==> config.mk <==
export PLATFORM = sky130hd
export DESIGN_NAME = http_request_head_parser
export DESIGN_NICKNAME = d
export VERILOG_FILES = /design/src/rtl/core/hdp_pkg.sv /design/src/rtl/core/hdp_front.sv /design/src/rtl/core/hdp_back.sv /design/src/rtl/core/hdp_out_queue.sv /design/src/rtl/core/http_request_head_parser.sv
export SDC_FILE = /design/constraint.sdc
export NUM_CORES = 1
export LEC_CHECK = 0
export ABC_CLOCK_PERIOD_IN_PS = 7300
export BUFFER_PORTS_ARGS = -buffer_cell sky130_fd_sc_hd__buf_2
export CELL_PAD_IN_SITES_DETAIL_PLACEMENT = 1
export CELL_PAD_IN_SITES_GLOBAL_PLACEMENT = 1
export CORE_UTILIZATION = 40
export CTS_CLUSTER_DIAMETER = 200
export DETAILED_ROUTE_END_ITERATION = 6
export PLACE_DENSITY = 0.68
export SYNTH_ARGS = -nofsm -noshare
export SYNTH_HDL_FRONTEND = slang
export SYNTH_SLANG_ARGS = --single-unit
==> constraint.sdc <==
create_clock -name clk -period 7.3 [get_ports clk]
set_input_delay 2.19 -clock clk [delete_from_list [all_inputs] [get_ports clk]]
set_output_delay 2.19 -clock clk [all_outputs]
set_load 0.02 [all_outputs]
==> src/rtl/core/hdp_pkg.sv <==
// ----------------------------------------------------------------------------
// HTTP request head parser package
// Shared types, codes and constants of the front, back and output queue.
// ----------------------------------------------------------------------------
package hdp_pkg;

    localparam int COUNT_W = 12;
    localparam int QDEPTH  = 4;
    localparam int QPTR_W  = $clog2(QDEPTH);
    localparam int QCNT_W  = $clog2(QDEPTH + 1);

    localparam logic [7:0] CH_SP    = 8'h20;
    localparam logic [7:0] CH_CR    = 8'h0D;
    localparam logic [7:0] CH_LF    = 8'h0A;
    localparam logic [7:0] CH_COLON = 8'h3A;

    localparam logic [COUNT_W-1:0] METHOD_LIMIT_RST = 12'd15;
    localparam logic [COUNT_W-1:0] URI_LIMIT_RST    = 12'd1023;
    localparam logic [COUNT_W-1:0] NAME_LIMIT_RST   = 12'd63;
    localparam logic [COUNT_W-1:0] VALUE_LIMIT_RST  = 12'd1023;

    typedef enum logic [1:0] {
        REG_METHOD_LIMIT = 2'd0,
        REG_URI_LIMIT    = 2'd1,
        REG_NAME_LIMIT   = 2'd2,
        REG_VALUE_LIMIT  = 2'd3
    } reg_index_t;

    typedef enum logic [2:0] {
        PH_METHOD  = 3'd0,
        PH_URI     = 3'd1,
        PH_VERSION = 3'd2,
        PH_NAME    = 3'd3,
        PH_VALUE   = 3'd4,
        PH_ENDING  = 3'd5
    } phase_t;

    typedef enum logic [1:0] {
        EV_DATA  = 2'd0,
        EV_END   = 2'd1,
        EV_DONE  = 2'd2,
        EV_ERROR = 2'd3
    } event_t;

    typedef enum logic [1:0] {
        FK_METHOD = 2'd0,
        FK_URI    = 2'd1,
        FK_NAME   = 2'd2,
        FK_VALUE  = 2'd3
    } field_kind_t;

    typedef enum logic [2:0] {
        ERR_METHOD_LONG = 3'd0,
        ERR_URI_LONG    = 3'd1,
        ERR_NAME_LONG   = 3'd2,
        ERR_EMPTY_NAME  = 3'd3,
        ERR_LF_VERSION  = 3'd4,
        ERR_LF_HEADER   = 3'd5,
        ERR_BAD_ENDING  = 3'd6
    } error_kind_t;

    typedef struct packed {
        logic [7:0] data;
        logic       is_sp;
        logic       is_cr;
        logic       is_lf;
        logic       is_colon;
    } byte_item_t;

    typedef struct packed {
        event_t             ev;
        field_kind_t        kind;
        logic [7:0]         data;
        logic [COUNT_W-1:0] length;
        error_kind_t        err;
    } result_t;

    typedef struct packed {
        logic [7:0]         method_limit;
        logic [COUNT_W-1:0] uri_limit;
        logic [COUNT_W-1:0] name_limit;
        logic [COUNT_W-1:0] value_limit;
    } limits_t;

endpackage

==> src/rtl/core/hdp_front.sv <==
// ----------------------------------------------------------------------------
// HTTP request head parser front
// Accepts raw bytes, tags each with its delimiter class and queues it.
// ----------------------------------------------------------------------------
module hdp_front
(
    input  logic                clk,
    input  logic                rst_n,
    input  logic                push,
    input  logic [7:0]          in_byte,
    output logic                full,
    output logic                item_valid,
    output hdp_pkg::byte_item_t item,
    input  logic                item_take
);

    hdp_pkg::byte_item_t               mem_reg [hdp_pkg::QDEPTH];
    hdp_pkg::byte_item_t               new_item;
    logic [hdp_pkg::QPTR_W-1:0]        wptr_reg;
    logic [hdp_pkg::QPTR_W-1:0]        wptr_next;
    logic [hdp_pkg::QPTR_W-1:0]        rptr_reg;
    logic [hdp_pkg::QPTR_W-1:0]        rptr_next;
    logic [hdp_pkg::QCNT_W-1:0]        count_reg;
    logic [hdp_pkg::QCNT_W-1:0]        count_next;
    logic                              wr_en;
    logic                              rd_en;

    always_comb
    begin
        new_item.data     = in_byte;
        new_item.is_sp    = (in_byte == hdp_pkg::CH_SP);
        new_item.is_cr    = (in_byte == hdp_pkg::CH_CR);
        new_item.is_lf    = (in_byte == hdp_pkg::CH_LF);
        new_item.is_colon = (in_byte == hdp_pkg::CH_COLON);
    end

    assign full       = (count_reg == hdp_pkg::QCNT_W'(hdp_pkg::QDEPTH));
    assign item_valid = (count_reg != '0);
    assign item       = mem_reg[rptr_reg];
    assign wr_en      = push && !full;
    assign rd_en      = item_take && item_valid;

    always_comb
    begin
        wptr_next  = wr_en ? wptr_reg + 1'b1 : wptr_reg;
        rptr_next  = rd_en ? rptr_reg + 1'b1 : rptr_reg;
        count_next = count_reg;
        if (wr_en && !rd_en)
        begin
            count_next = count_reg + 1'b1;
        end
        else if (rd_en && !wr_en)
        begin
            count_next = count_reg - 1'b1;
        end
    end

    always_ff @(posedge clk)
    begin
        if (wr_en)
        begin
            mem_reg[wptr_reg] <= new_item;
        end
    end

    always_ff @(posedge clk or negedge rst_n)
    begin
        if (!rst_n)
        begin
            wptr_reg  <= '0;
            rptr_reg  <= '0;
            count_reg <= '0;
        end
        else
        begin
            wptr_reg  <= wptr_next;
            rptr_reg  <= rptr_next;
            count_reg <= count_next;
        end
    end

endmodule

==> src/rtl/core/hdp_back.sv <==
// ----------------------------------------------------------------------------
// HTTP request head parser back
// Runs the parse state machine on classified bytes and forms result beats.
// ----------------------------------------------------------------------------
module hdp_back
(
    input  logic                clk,
    input  logic                rst_n,
    input  hdp_pkg::limits_t    limits,
    input  logic                item_valid,
    input  hdp_pkg::byte_item_t item,
    output logic                item_take,
    input  logic                res_full,
    output logic                res_push,
    output hdp_pkg::result_t    res
);

    hdp_pkg::phase_t                 phase_reg;
    hdp_pkg::phase_t                 phase_next;
    logic [hdp_pkg::COUNT_W-1:0]     count_reg;
    logic [hdp_pkg::COUNT_W-1:0]     count_next;
    logic                            prev_cr_reg;
    logic                            prev_cr_next;
    logic                            name_seen_reg;
    logic                            name_seen_next;
    logic [hdp_pkg::COUNT_W-1:0]     strict_limit;
    logic                            strict_room;
    logic                            value_room;
    logic                            restart;
    logic                            res_valid;

    assign item_take = item_valid && !res_full;
    assign res_push  = item_take && res_valid;

    always_comb
    begin
        case (phase_reg)
            hdp_pkg::PH_METHOD:
            begin
                strict_limit = {4'd0, limits.method_limit};
            end
            hdp_pkg::PH_URI:
            begin
                strict_limit = limits.uri_limit;
            end
            default:
            begin
                strict_limit = limits.name_limit;
            end
        endcase
    end

    assign strict_room = (count_reg < strict_limit);
    assign value_room  = (count_reg < limits.value_limit);

    always_comb
    begin
        phase_next     = phase_reg;
        count_next     = count_reg;
        name_seen_next = name_seen_reg;
        restart        = 1'b0;
        case (phase_reg)
            hdp_pkg::PH_METHOD, hdp_pkg::PH_URI:
            begin
                if (!item.is_sp)
                begin
                    if (strict_room)
                    begin
                        count_next = count_reg + 1'b1;
                    end
                    else
                    begin
                        restart = 1'b1;
                    end
                end
                else
                begin
                    count_next = '0;
                    phase_next = (phase_reg == hdp_pkg::PH_METHOD) ?
                                 hdp_pkg::PH_URI : hdp_pkg::PH_VERSION;
                end
            end
            hdp_pkg::PH_VERSION:
            begin
                if (item.is_lf)
                begin
                    if (!prev_cr_reg)
                    begin
                        restart = 1'b1;
                    end
                    else
                    begin
                        count_next     = '0;
                        name_seen_next = 1'b0;
                        phase_next     = hdp_pkg::PH_NAME;
                    end
                end
            end
            hdp_pkg::PH_NAME:
            begin
                if (item.is_cr)
                begin
                    phase_next = hdp_pkg::PH_ENDING;
                end
                else if (!item.is_colon)
                begin
                    name_seen_next = 1'b1;
                    if (strict_room)
                    begin
                        count_next = count_reg + 1'b1;
                    end
                    else
                    begin
                        restart = 1'b1;
                    end
                end
                else if (!name_seen_reg)
                begin
                    restart = 1'b1;
                end
                else
                begin
                    count_next = '0;
                    phase_next = hdp_pkg::PH_VALUE;
                end
            end
            hdp_pkg::PH_VALUE:
            begin
                if (item.is_cr)
                begin
                    count_next = '0;
                end
                else if (item.is_lf)
                begin
                    if (!prev_cr_reg)
                    begin
                        restart = 1'b1;
                    end
                    else
                    begin
                        count_next     = '0;
                        name_seen_next = 1'b0;
                        phase_next     = hdp_pkg::PH_NAME;
                    end
                end
                else if (!(count_reg == '0 && item.is_sp) && value_room)
                begin
                    count_next = count_reg + 1'b1;
                end
            end
            default:
            begin
                restart = 1'b1;
            end
        endcase
        if (restart)
        begin
            phase_next     = hdp_pkg::PH_METHOD;
            count_next     = '0;
            name_seen_next = 1'b0;
        end
        prev_cr_next = restart ? 1'b0 : item.is_cr;
    end

    always_comb
    begin
        res_valid  = 1'b0;
        res.ev     = hdp_pkg::EV_DATA;
        res.kind   = hdp_pkg::FK_METHOD;
        res.data   = '0;
        res.length = '0;
        res.err    = hdp_pkg::ERR_METHOD_LONG;
        case (phase_reg)
            hdp_pkg::PH_METHOD, hdp_pkg::PH_URI:
            begin
                res_valid = 1'b1;
                if (!item.is_sp && strict_room)
                begin
                    res.kind = (phase_reg == hdp_pkg::PH_METHOD) ?
                               hdp_pkg::FK_METHOD : hdp_pkg::FK_URI;
                    res.data = item.data;
                end
                else if (!item.is_sp)
                begin
                    res.ev  = hdp_pkg::EV_ERROR;
                    res.err = (phase_reg == hdp_pkg::PH_METHOD) ?
                              hdp_pkg::ERR_METHOD_LONG : hdp_pkg::ERR_URI_LONG;
                end
                else
                begin
                    res.ev     = hdp_pkg::EV_END;
                    res.kind   = (phase_reg == hdp_pkg::PH_METHOD) ?
                                 hdp_pkg::FK_METHOD : hdp_pkg::FK_URI;
                    res.length = count_reg;
                end
            end
            hdp_pkg::PH_VERSION:
            begin
                if (item.is_lf && !prev_cr_reg)
                begin
                    res_valid = 1'b1;
                    res.ev    = hdp_pkg::EV_ERROR;
                    res.err   = hdp_pkg::ERR_LF_VERSION;
                end
            end
            hdp_pkg::PH_NAME:
            begin
                if (!item.is_cr)
                begin
                    res_valid = 1'b1;
                    if (!item.is_colon && strict_room)
                    begin
                        res.kind = hdp_pkg::FK_NAME;
                        res.data = item.data;
                    end
                    else if (!item.is_colon)
                    begin
                        res.ev  = hdp_pkg::EV_ERROR;
                        res.err = hdp_pkg::ERR_NAME_LONG;
                    end
                    else if (!name_seen_reg)
                    begin
                        res.ev  = hdp_pkg::EV_ERROR;
                        res.err = hdp_pkg::ERR_EMPTY_NAME;
                    end
                    else
                    begin
                        res.ev     = hdp_pkg::EV_END;
                        res.kind   = hdp_pkg::FK_NAME;
                        res.length = count_reg;
                    end
                end
            end
            hdp_pkg::PH_VALUE:
            begin
                if (item.is_cr)
                begin
                    res_valid  = 1'b1;
                    res.ev     = hdp_pkg::EV_END;
                    res.kind   = hdp_pkg::FK_VALUE;
                    res.length = count_reg;
                end
                else if (item.is_lf)
                begin
                    if (!prev_cr_reg)
                    begin
                        res_valid = 1'b1;
                        res.ev    = hdp_pkg::EV_ERROR;
                        res.err   = hdp_pkg::ERR_LF_HEADER;
                    end
                end
                else if (!(count_reg == '0 && item.is_sp) && value_room)
                begin
                    res_valid = 1'b1;
                    res.kind  = hdp_pkg::FK_VALUE;
                    res.data  = item.data;
                end
            end
            hdp_pkg::PH_ENDING:
            begin
                res_valid = 1'b1;
                if (item.is_lf && prev_cr_reg)
                begin
                    res.ev = hdp_pkg::EV_DONE;
                end
                else
                begin
                    res.ev  = hdp_pkg::EV_ERROR;
                    res.err = hdp_pkg::ERR_BAD_ENDING;
                end
            end
            default:
            begin
                res_valid = 1'b0;
            end
        endcase
    end

    always_ff @(posedge clk or negedge rst_n)
    begin
        if (!rst_n)
        begin
            phase_reg     <= hdp_pkg::PH_METHOD;
            count_reg     <= '0;
            prev_cr_reg   <= 1'b0;
            name_seen_reg <= 1'b0;
        end
        else if (item_take)
        begin
            phase_reg     <= phase_next;
            count_reg     <= count_next;
            prev_cr_reg   <= prev_cr_next;
            name_seen_reg <= name_seen_next;
        end
    end

endmodule

==> src/rtl/core/hdp_out_queue.sv <==
// ----------------------------------------------------------------------------
// HTTP request head parser output queue
// Holds result beats until the consumer pops them.
// ----------------------------------------------------------------------------
module hdp_out_queue
(
    input  logic             clk,
    input  logic             rst_n,
    input  logic             res_push,
    input  hdp_pkg::result_t res,
    output logic             res_full,
    input  logic             pop,
    output logic             empty,
    output hdp_pkg::result_t head
);

    hdp_pkg::result_t                  mem_reg [hdp_pkg::QDEPTH];
    logic [hdp_pkg::QPTR_W-1:0]        wptr_reg;
    logic [hdp_pkg::QPTR_W-1:0]        wptr_next;
    logic [hdp_pkg::QPTR_W-1:0]        rptr_reg;
    logic [hdp_pkg::QPTR_W-1:0]        rptr_next;
    logic [hdp_pkg::QCNT_W-1:0]        count_reg;
    logic [hdp_pkg::QCNT_W-1:0]        count_next;
    logic                              wr_en;
    logic                              rd_en;

    assign res_full = (count_reg == hdp_pkg::QCNT_W'(hdp_pkg::QDEPTH));
    assign empty    = (count_reg == '0);
    assign head     = mem_reg[rptr_reg];
    assign wr_en    = res_push && !res_full;
    assign rd_en    = pop && !empty;

    always_comb
    begin
        wptr_next  = wr_en ? wptr_reg + 1'b1 : wptr_reg;
        rptr_next  = rd_en ? rptr_reg + 1'b1 : rptr_reg;
        count_next = count_reg;
        if (wr_en && !rd_en)
        begin
            count_next = count_reg + 1'b1;
        end
        else if (rd_en && !wr_en)
        begin
            count_next = count_reg - 1'b1;
        end
    end

    always_ff @(posedge clk)
    begin
        if (wr_en)
        begin
            mem_reg[wptr_reg] <= res;
        end
    end

    always_ff @(posedge clk or negedge rst_n)
    begin
        if (!rst_n)
        begin
            wptr_reg  <= '0;
            rptr_reg  <= '0;
            count_reg <= '0;
        end
        else
        begin
            wptr_reg  <= wptr_next;
            rptr_reg  <= rptr_next;
            count_reg <= count_next;
        end
    end

endmodule

==> src/rtl/core/http_request_head_parser.sv <==
// ----------------------------------------------------------------------------
// HTTP request head parser
// Streams method, URI, header names and values out of a raw request head.
//
//   channel   direction  handshake            payload
//   input     in         push / full          in_byte
//   result    out        empty / pop          event_res, field_kind, out_byte,
//                                             field_length, error_kind
//   config    in         cfg_valid/cfg_ready  cfg_index, cfg_data
//
// One byte per cycle sustained while the result queue has room; a result is
// written into the output queue at the same edge that takes its byte.
// The back's parse state machine takes one queued byte each unstalled cycle.
// Reset clears the queues and parse state; limits return to their defaults.
// A full result queue holds the back; the input queue then fills and raises
// full. Configuration is always ready.
// ----------------------------------------------------------------------------
module http_request_head_parser
(
    input  logic        clk,
    input  logic        rst_n,
    input  logic        push,
    input  logic [7:0]  in_byte,
    output logic        full,
    output logic        empty,
    input  logic        pop,
    output logic [1:0]  event_res,
    output logic [1:0]  field_kind,
    output logic [7:0]  out_byte,
    output logic [11:0] field_length,
    output logic [2:0]  error_kind,
    input  logic        cfg_valid,
    output logic        cfg_ready,
    input  logic [1:0]  cfg_index,
    input  logic [11:0] cfg_data
);

    hdp_pkg::limits_t    limits_reg;
    hdp_pkg::limits_t    limits_next;
    hdp_pkg::byte_item_t item;
    hdp_pkg::result_t    res;
    hdp_pkg::result_t    head;
    logic                item_valid;
    logic                item_take;
    logic                res_full;
    logic                res_push;

    assign cfg_ready = 1'b1;

    always_comb
    begin
        limits_next = limits_reg;
        if (cfg_valid)
        begin
            case (hdp_pkg::reg_index_t'(cfg_index))
                hdp_pkg::REG_METHOD_LIMIT: limits_next.method_limit = cfg_data[7:0];
                hdp_pkg::REG_URI_LIMIT:    limits_next.uri_limit    = cfg_data;
                hdp_pkg::REG_NAME_LIMIT:   limits_next.name_limit   = cfg_data;
                hdp_pkg::REG_VALUE_LIMIT:  limits_next.value_limit  = cfg_data;
                default:                   limits_next = limits_reg;
            endcase
        end
    end

    always_ff @(posedge clk or negedge rst_n)
    begin
        if (!rst_n)
        begin
            limits_reg.method_limit <= hdp_pkg::METHOD_LIMIT_RST[7:0];
            limits_reg.uri_limit    <= hdp_pkg::URI_LIMIT_RST;
            limits_reg.name_limit   <= hdp_pkg::NAME_LIMIT_RST;
            limits_reg.value_limit  <= hdp_pkg::VALUE_LIMIT_RST;
        end
        else
        begin
            limits_reg <= limits_next;
        end
    end

    hdp_front u_front
    (
        .clk        (clk),
        .rst_n      (rst_n),
        .push       (push),
        .in_byte    (in_byte),
        .full       (full),
        .item_valid (item_valid),
        .item       (item),
        .item_take  (item_take)
    );

    hdp_back u_back
    (
        .clk        (clk),
        .rst_n      (rst_n),
        .limits     (limits_reg),
        .item_valid (item_valid),
        .item       (item),
        .item_take  (item_take),
        .res_full   (res_full),
        .res_push   (res_push),
        .res        (res)
    );

    hdp_out_queue u_out_queue
    (
        .clk      (clk),
        .rst_n    (rst_n),
        .res_push (res_push),
        .res      (res),
        .res_full (res_full),
        .pop      (pop),
        .empty    (empty),
        .head     (head)
    );

    assign event_res    = head.ev;
    assign field_kind   = head.kind;
    assign out_byte     = head.data;
    assign field_length = head.length;
    assign error_kind   = head.err;

endmodule
# Word-level counts from Yosys, hierarchy flattened
# Memories as Yosys holds them, arrays and structs flattened.
# Cells that the tools add are included.
# word_totals
reg_bits	75
ram_bits	156
input_bits	27
output_inout_bits	30
wordCells	189
n_memories	2
# mem_list
memory	words	width	rd	rd_clocked_by_memory_dff	write_ports	line	text
u_out_queue.mem_reg	4	27	1	0	1	hdp_out_queue.sv:17	hdp_pkg::result_t mem_reg [hdp_pkg::QDEPTH];
u_front.mem_reg	4	12	1	0	1	hdp_front.sv:17	hdp_pkg::byte_item_t mem_reg [hdp_pkg::QDEPTH];
# classes
add_sub_neg	9
order_cmp	2
eq_ne	23
n_mux	94
n_reduce_logical	45
# ops
op	n
$mux 12	15
$pmux 22 s3	1
$mux 3	19
$pmux 12 s4	1
$mux 15	2
$mux 2	15
$mux 1	27
$mux 27	1
$lt 12x12->1	2
$mux 8	3
$pmux 12 s2	1
$mux 10	2
$eq 8x4->1 const B	2
$eq 8x6->1 const B	2
$logic_and 1x1->1	16
$pmux 3 s5	1
$add 12x1->12 const B	1
$eq 3x3->1 const B	4
$logic_not 12->1	1
$pmux 3 s4	1
$reduce_and 6->1	2
$logic_not 1->1	11
$pmux 2 s5	1
$ne 3x3->1 const B	3
24 further kinds	39

# Depth between registers and ports, before layout
# Gate-level depths: netlist of the first run.
# depth
depth_word	14
ltp_mapped	15
mapped_depth_nobuf	14

# Cells and area by module
# A second synthesis of the first run with hierarchy kept.
# hier_totals
cells_unflattened	791
hier_area_um2	11159.5
# modules_own_cells
mod	n_inst	cells_each	area_per_inst_um2	seq_area_each_um2
hdp_out_queue	1	177	4327.9	3418.3
hdp_back	1	407	2795.2	425.4
hdp_front	1	110	2238.4	1616.6
http_request_head_parser	1	97	1798.0	1138.6

# Worst setup path after synthesis of the first run
# No wires, ideal clock.
# synth_path
kind	flip-flop to output port
start	register u_out_queue.rptr_reg[0] (netlist bit)
end	output event_res[0]
t_arrival_ps	2007
required_ps	5110
setup_slack_ps	3103
path_stages_with_launch	4
path_buffers	2
cell_sequence	dfrtp_1 clkbuf_1 buf_1 mux4_2
# synth_between
elab_chain_len	1
# synth_lines
element	line	text
start: declaration	hdp_out_queue.sv:20	logic [hdp_pkg::QPTR_W-1:0] rptr_reg;
start signal: assignment	hdp_out_queue.sv:67	rptr_reg <= rptr_next;
$mem_v2 4x27	--	
end: declaration	http_request_head_parser.sv:27	output logic [1:0] event_res,
# Every way passes these cells.

# Worst setup path in the final report of the first run
# layout_path
start	register u_out_queue.rptr_reg[0] (netlist bit)
end	output field_length[10]
# layout_between
elab_chain_len	1
# layout_lines
element	line	text
$mem_v2 4x27	--	
end: declaration	http_request_head_parser.sv:30	output logic [11:0] field_length,
# Every way passes these cells.

==> results.ini, run 1 <==
[run_status]
status=finished, violations left
violations=design-rule violations

[synth]
synth_area_mm2=0.0108
synth_ff_type=edfxtp_1
synthTopCellsByArea=edfxtp_1, dfrtp_1, mux4_2, dfstp_2, mux2_2
netlist_instances=767
ys_warn_count=0
synthArstFlopShare_pct=32.5
yosysTopAreaCell=edfxtp_1
synth_top_area_share_pct=43.3
synthDistinctLibCells=68
yosysSeqAreaShare_pct=61.1
avgSynthCellArea_um2=14.1
syn_nets=830
synth-edff-count=156
synth_seq_cells=231

[routing]
route.met2.wl_um=12500
drt_wl_total_um=25500
m1WireLength_um=11500
drtIter0Drc=436
dr_wl_met3_um=1050
firstDrtPassIters=7
ant_nets=0
topRoutingLayerUsed=met4
wl_per_cell_um=21.7
num_vias=6628
drc_errors=4
vias_per_cell=5.65

[cts]
cts-resized-gates=0
cts.sink_count=231
path_clk_slew_ns=0.06
cts_buffers=25
cts_root_buffer=clkbuf_16
clockBufferDepth=3
holdBufCountCts=0
cts_setup_buffers=0
clk_latency_ns=0.53
cts_tree=built
cts-htree-levels=1

[finish]
instances_no_fill=1174
final_common_cell=edfxtp_1
nets=883
largest_register_ffs=108
final_area_mm2=0.0122
drive_gt1_share_pct=27.1
diodes=0
final_cell_mix=edfxtp_1, buf_2, nor2_1
area_growth_pct=13.2

[setup_path]
crit_chain=mux4_2 > buf_2
r2r_slack_ns=2.87
cpPeakStageDelay_ns=1.01
crit_path_max_fanout=29
critPathSlowestCell=dfrtp_2
crit_path_start_kind=register
endpoint_kind=output port
crit_arrival_ns=2.35
worst_ep_required_time_ns=5.11
worstSetupPathType=register to output port
critical_path.top_delay_family=flip-flops
path_buf_inv=1

[sta]
setup_viol=0
fmax_ghz=0.220
skew_ns=0.00887
worstMarginPinSlew_ns=1.00
whs_ns=0.493
timing.final.crit_share_pct=62.2
relSlewSlack_pct=33.2
rsz0062_at_grt=no
setup_tns_ns=0
hold_viol=0
layout_min_cycle_time_ns=4.54
maxSlewViolCount=0

[place]
dpl_cell_area_mm2=0.0114
dp.cells=1128
io_buffers=55
gp_congestion=0.844
dp_hpwl_um=17700

[power_and_ir_drop]
total_power_uw=5550
p_leak_uw=0.00460
vdd_drop_max_mv=0.236
powerDensity_mw_per_mm2=454

[die]
dieArea_mm2=0.0277
rows=59
die_w_um=166
core_area_mm2=0.0263
die-height_um=166
start_util_pct=41.1
ios=57

[worst_hold_path]
min_path_type=register to register

[grt]
antenna_found_initial=0
grt_max_degree=76
grt_pass1_vias=7311
grt-ovfl-total=0
track_usage_pct=19.0
grt_pass1_wl_um=41200

[run]
maxCapViolCount=0

[where the power goes]
part	switching, uW	total (uW)	leakage [uW]	internal [uW]
logic	1250	2070	0.00184	816
clock network	525	1260	0.000405	740
registers	284	2220	0.00235	1940
[final timing paths]
check                                   startpoint                         end  cells after the start
hold reg to reg               u_front.count_reg[2]        u_front.count_reg[2]                      1
setup reg to reg               u_back.phase_reg[2]  u_out_queue.mem_reg[0][15]                     11
min in group asynchronous                    rst_n         u_front.wptr_reg[0]                      1
hold / removal                u_front.count_reg[2]        u_front.count_reg[2]                      1
setup / recovery           u_out_queue.rptr_reg[0]            field_length[10]                      2
max in group asynchronous                    rst_n     u_out_queue.rptr_reg[0]                      1
[synthesized netlist by cell type (all sizes together) (11+ instances only)]
master	n
mux2	47
dfstp	30
nor3	12
and2	11
mux4	39
nor2	48
a211oi	12
a21oi	36
ha	34
o21ai	31
clkbuf	23
dfrtp	45
inv	32
nor2b	21
buf	14
nand3	15
nand2	34
edfxtp	156
[stage by stage]
step	setup WS (ns)	util, %
floorplan	3.10	-
finish	2.76	46.5
CTS	2.67	46.5
global route	2.39	46.5
global placement	2.98	43.4
detailed placement	2.81	43.4
[layer usage]
metal / track usage [%] / vias to the layer above
met5: 0 / -
met4: 4.55 / 0
met3: 2.48 / 30
met2: 32.3 / 155
met1: 25.8 / 3405
li1: - / 3038
[kinds of logic (layout without fill, tap and decap cells)]
kind of cell / after synthesis / in the layout / share of synthesized area (%)
DFF: 231 / 231 / 61.1
and+or+nand+nor: 192 / 192 / 9.23
AOI/OAI and AO/OA: 132 / 132 / 8.01
muxes: 94 / 94 / 13.8
buffers and inverters: 69 / 141 / 2.62
adders and majority gates: 36 / 36 / 4.31
xor gates and xnor gates: 12 / 12 / 0.973
other: 1 / 1 / 0.0347
[cell type report]
type,count,area (um^2)
clock buffers,26,629
well taps,335,419
clock inverters,20,198
inverters,32,120
multi-input cells,467,3930
fillers,2659,14100
flip-flops and latches,231,6600
repair buffers,63,338
(Power assumes the default switching activity.)
==> run 2: changes to the inputs <==
--- a/config.mk
+++ b/config.mk
@@ -5,14 +5,15 @@
 export SDC_FILE = /design/constraint.sdc
 export NUM_CORES = 1
 export LEC_CHECK = 0
-export ABC_CLOCK_PERIOD_IN_PS = 7300
+export ABC_AREA = 1
+export ABC_CLOCK_PERIOD_IN_PS = 3800
 export BUFFER_PORTS_ARGS = -buffer_cell sky130_fd_sc_hd__buf_2
 export CELL_PAD_IN_SITES_DETAIL_PLACEMENT = 1
 export CELL_PAD_IN_SITES_GLOBAL_PLACEMENT = 1
 export CORE_UTILIZATION = 40
 export CTS_CLUSTER_DIAMETER = 200
 export DETAILED_ROUTE_END_ITERATION = 6
-export PLACE_DENSITY = 0.68
+export PLACE_DENSITY = 0.73
 export SYNTH_ARGS = -nofsm -noshare
 export SYNTH_HDL_FRONTEND = slang
 export SYNTH_SLANG_ARGS = --single-unit
==> constraint.sdc (replaced) <==
create_clock -name clk -period 3.8 [get_ports clk]
set_input_delay 1.14 -clock clk [delete_from_list [all_inputs] [get_ports clk]]
set_output_delay 1.14 -clock clk [all_outputs]
set_load 0.02 [all_outputs]
==> results.ini, run 2 <==
[run_status]
status=complete, no violations

[run]
maxCapViolCount=0

[power_and_ir_drop]
vdd_drop_max_mv=0.455
powerDensity_mw_per_mm2=970
p_leak_uw=0.00515

[grt]
grt-ovfl-total=0
grt_pass1_vias=8734
track_usage_pct=21.1
grt_pass1_wl_um=47200
antenna_found_initial=0
grt_max_degree=76

[sta]
fmax_ghz=0.287
timing.final.crit_share_pct=91.7
relSlewSlack_pct=33.2
setup_tns_ns=0
rsz0062_at_grt=no
layout_min_cycle_time_ns=3.49
setup_viol=0
maxSlewViolCount=0
worstMarginPinSlew_ns=1.00
skew_ns=0.0222
setup_slack_ns=0.314
hold_viol=0

[synth]
yosys.area_share.simple_pct=17.0
synth_xor_area_share_pct=1.35
muxShareOfSynthArea_pct=0.204
synth_area_mm2=0.0110
synth_common_cells=nand2_1, edfxtp_1, o21ai_0
avgSynthCellArea_um2=9.94
synth_ff_type=edfxtp_1
synthDistinctLibCells=47
synth_compound_area_share_pct=12.0
yosysSeqAreaShare_pct=59.8
synthArstFlopShare_pct=32.5
synth-edff-count=156
synth_top_family_by_area=simple AND/OR/NAND/NOR gates
synth_seq_cells=231
synthAdderAreaFrac_pct=4.22
synthTopCellsByArea=edfxtp_1, dfrtp_1, nand2_1, dfstp_2, o21ai_0
synth_top_area_share_pct=42.5
ys_warn_count=0
syn_nets=1173
netlist_instances=1110
yosysTopAreaCell=edfxtp_1
yosysMostFrequentCell=nand2_1

[setup_path]
endpoint_kind=output port
crit_path_max_fanout=32
r2r_start=u_back.phase_reg[0]
worst_ep_required_time_ns=2.66
r2r-end=u_back.phase_reg[0]
r2r_cells=19
worstSetupPathType=register to output port
r2r_slack_ns=0.39
crit_arrival_ns=2.35
crit_path_start_kind=register

[die]
start_util_pct=40.8
die_w_um=168
core_area_mm2=0.0270
rows=60
dieArea_mm2=0.0282
ios=57
die-height_um=168

[place]
place_ws_ns=0.417
gp_congestion=0.859
dp_hpwl_um=19500
io_buffers=55

[worst_hold_path]
min_from=limits_reg[5]
min_path_type=register to register
holdPathStages=2
min_to=limits_reg[5]

[cts]
cts-htree-levels=1
holdBufCountCts=0
cts_setup_buffers=0
cts.sink_count=231
clk_latency_ns=0.55
cts-resized-gates=0
cts_buffers=25
clockBufferDepth=3
cts_tree=built
cts_root_buffer=clkbuf_16
path_clk_slew_ns=0.06

[finish]
fill_cells=3054
final_cell_mix=nand2_1, edfxtp_1, o21ai_0
largest_register_ffs=108
seqCellArea_mm2=0.00660
final_common_cell=nand2_1
diodes=0
nets=1243
multi_input_area_mm2=0.00385
drive_gt1_share_pct=15.2
area_growth_pct=14.5

[routing]
vias_per_cell=5.40
firstDrtPassIters=5
drtIter0Drc=489
num_vias=8320
wl_per_cell_um=18.6
drc_errors=0
drt_wl_total_um=28700
ant_nets=0

==> run 2: cell types whose count changed in the layout (fill, tap and decap cells not counted), moves of 10 or more <==
cell,change
inv_1,+60
nor2_1,+68
nand4_1,+15
o21ai_0,+93
o22ai_1,+24
mux2_2,-45
nand2_1,+179
buf_4,+23
nor2b_1,-21
and2_1,-10
nand3_1,+52
a211oi_1,-11
mux4_2,-39
==> run 2: kinds of logic after synthesis <==
| kind of cell | Yosys count |
|---|---|
| other | 1 |
| DFF | 231 |
| xor gates and xnor gates | 17 |
| muxes | 2 |
| AOI/OAI and AO/OA | 230 |
| buffers and inverters | 147 |
| adders and majority gates | 36 |
| and+or+nand+nor | 446 |
==> run 2: final cells by class <==
type,instances,share of cell area [%]
Tap cell,341,3.38
Clock buffer,30,5.11
Inverter,101,3.02
Clock inverter,16,1.19
Sequential cell,231,52.3
Timing Repair Buffer,89,4.52
Multi-Input combinational cell,732,30.5
==> run 2: worst max path at each step <==
stage	from	to	slack, ns	cells past startpoint
finish	u_out_queue.rptr_reg[0]	field_length[5]	0.31	5
global route	u_out_queue.rptr_reg[0]	field_length[5]	0.04	5
CTS	u_out_queue.rptr_reg[0]	field_length[6]	0.24	5
detailed placement	u_back.phase_reg[0]	u_out_queue.mem_reg[0][21]	0.42	16
global placement	u_back.phase_reg[0]	u_back.phase_reg[0]	0.57	21
floorplan	limits_reg[1]	u_out_queue.mem_reg[0][0]	0.54	12
==> run 2: stage by stage <==
| stage | power [uW] | area (um^2) | util, % | cells | hold slack (ns) |
|---|---|---|---|---|---|
| after floorplan | 7960 | 11000 | - | 1110 | 0.453 |
| after global placement | 9700 | 11800 | 43.8 | 1494 | 0.468 |
| after detailed placement | 9920 | 11800 | 43.8 | 1494 | 0.482 |
| after CTS | 12300 | 12600 | 46.7 | 1540 | 0.495 |
| after global routing | 13100 | 12600 | 46.7 | 1540 | 0.512 |
| final | 12200 | 12600 | 46.7 | 1540 | 0.492 |
==> run 2: worst max-delay path, cell delays in order, from the launching register on <==
cell and delay [ns]:
dfrtp_1 0.35, clkinv_1 0.49, buf_4 0.46, o21ai_0 0.22, o22ai_1 0.11, buf_2 0.17
==> run 2: layer usage <==
metal  share of wire, %  global-route usage (%)
met1                 46                    28.3
met2                 48                    35.7
met3                4.0                    3.31
met4                2.2                    5.31
met5                  0                       0
==> run 2: power by group <==
part | total, uW | internal [uW] | leakage [uW] | switching, uW
Combinational | 5710 | 1780 | 0.00242 | 3930
Clock | 2360 | 1360 | 0.000391 | 997
Sequential | 4180 | 3800 | 0.00234 | 376
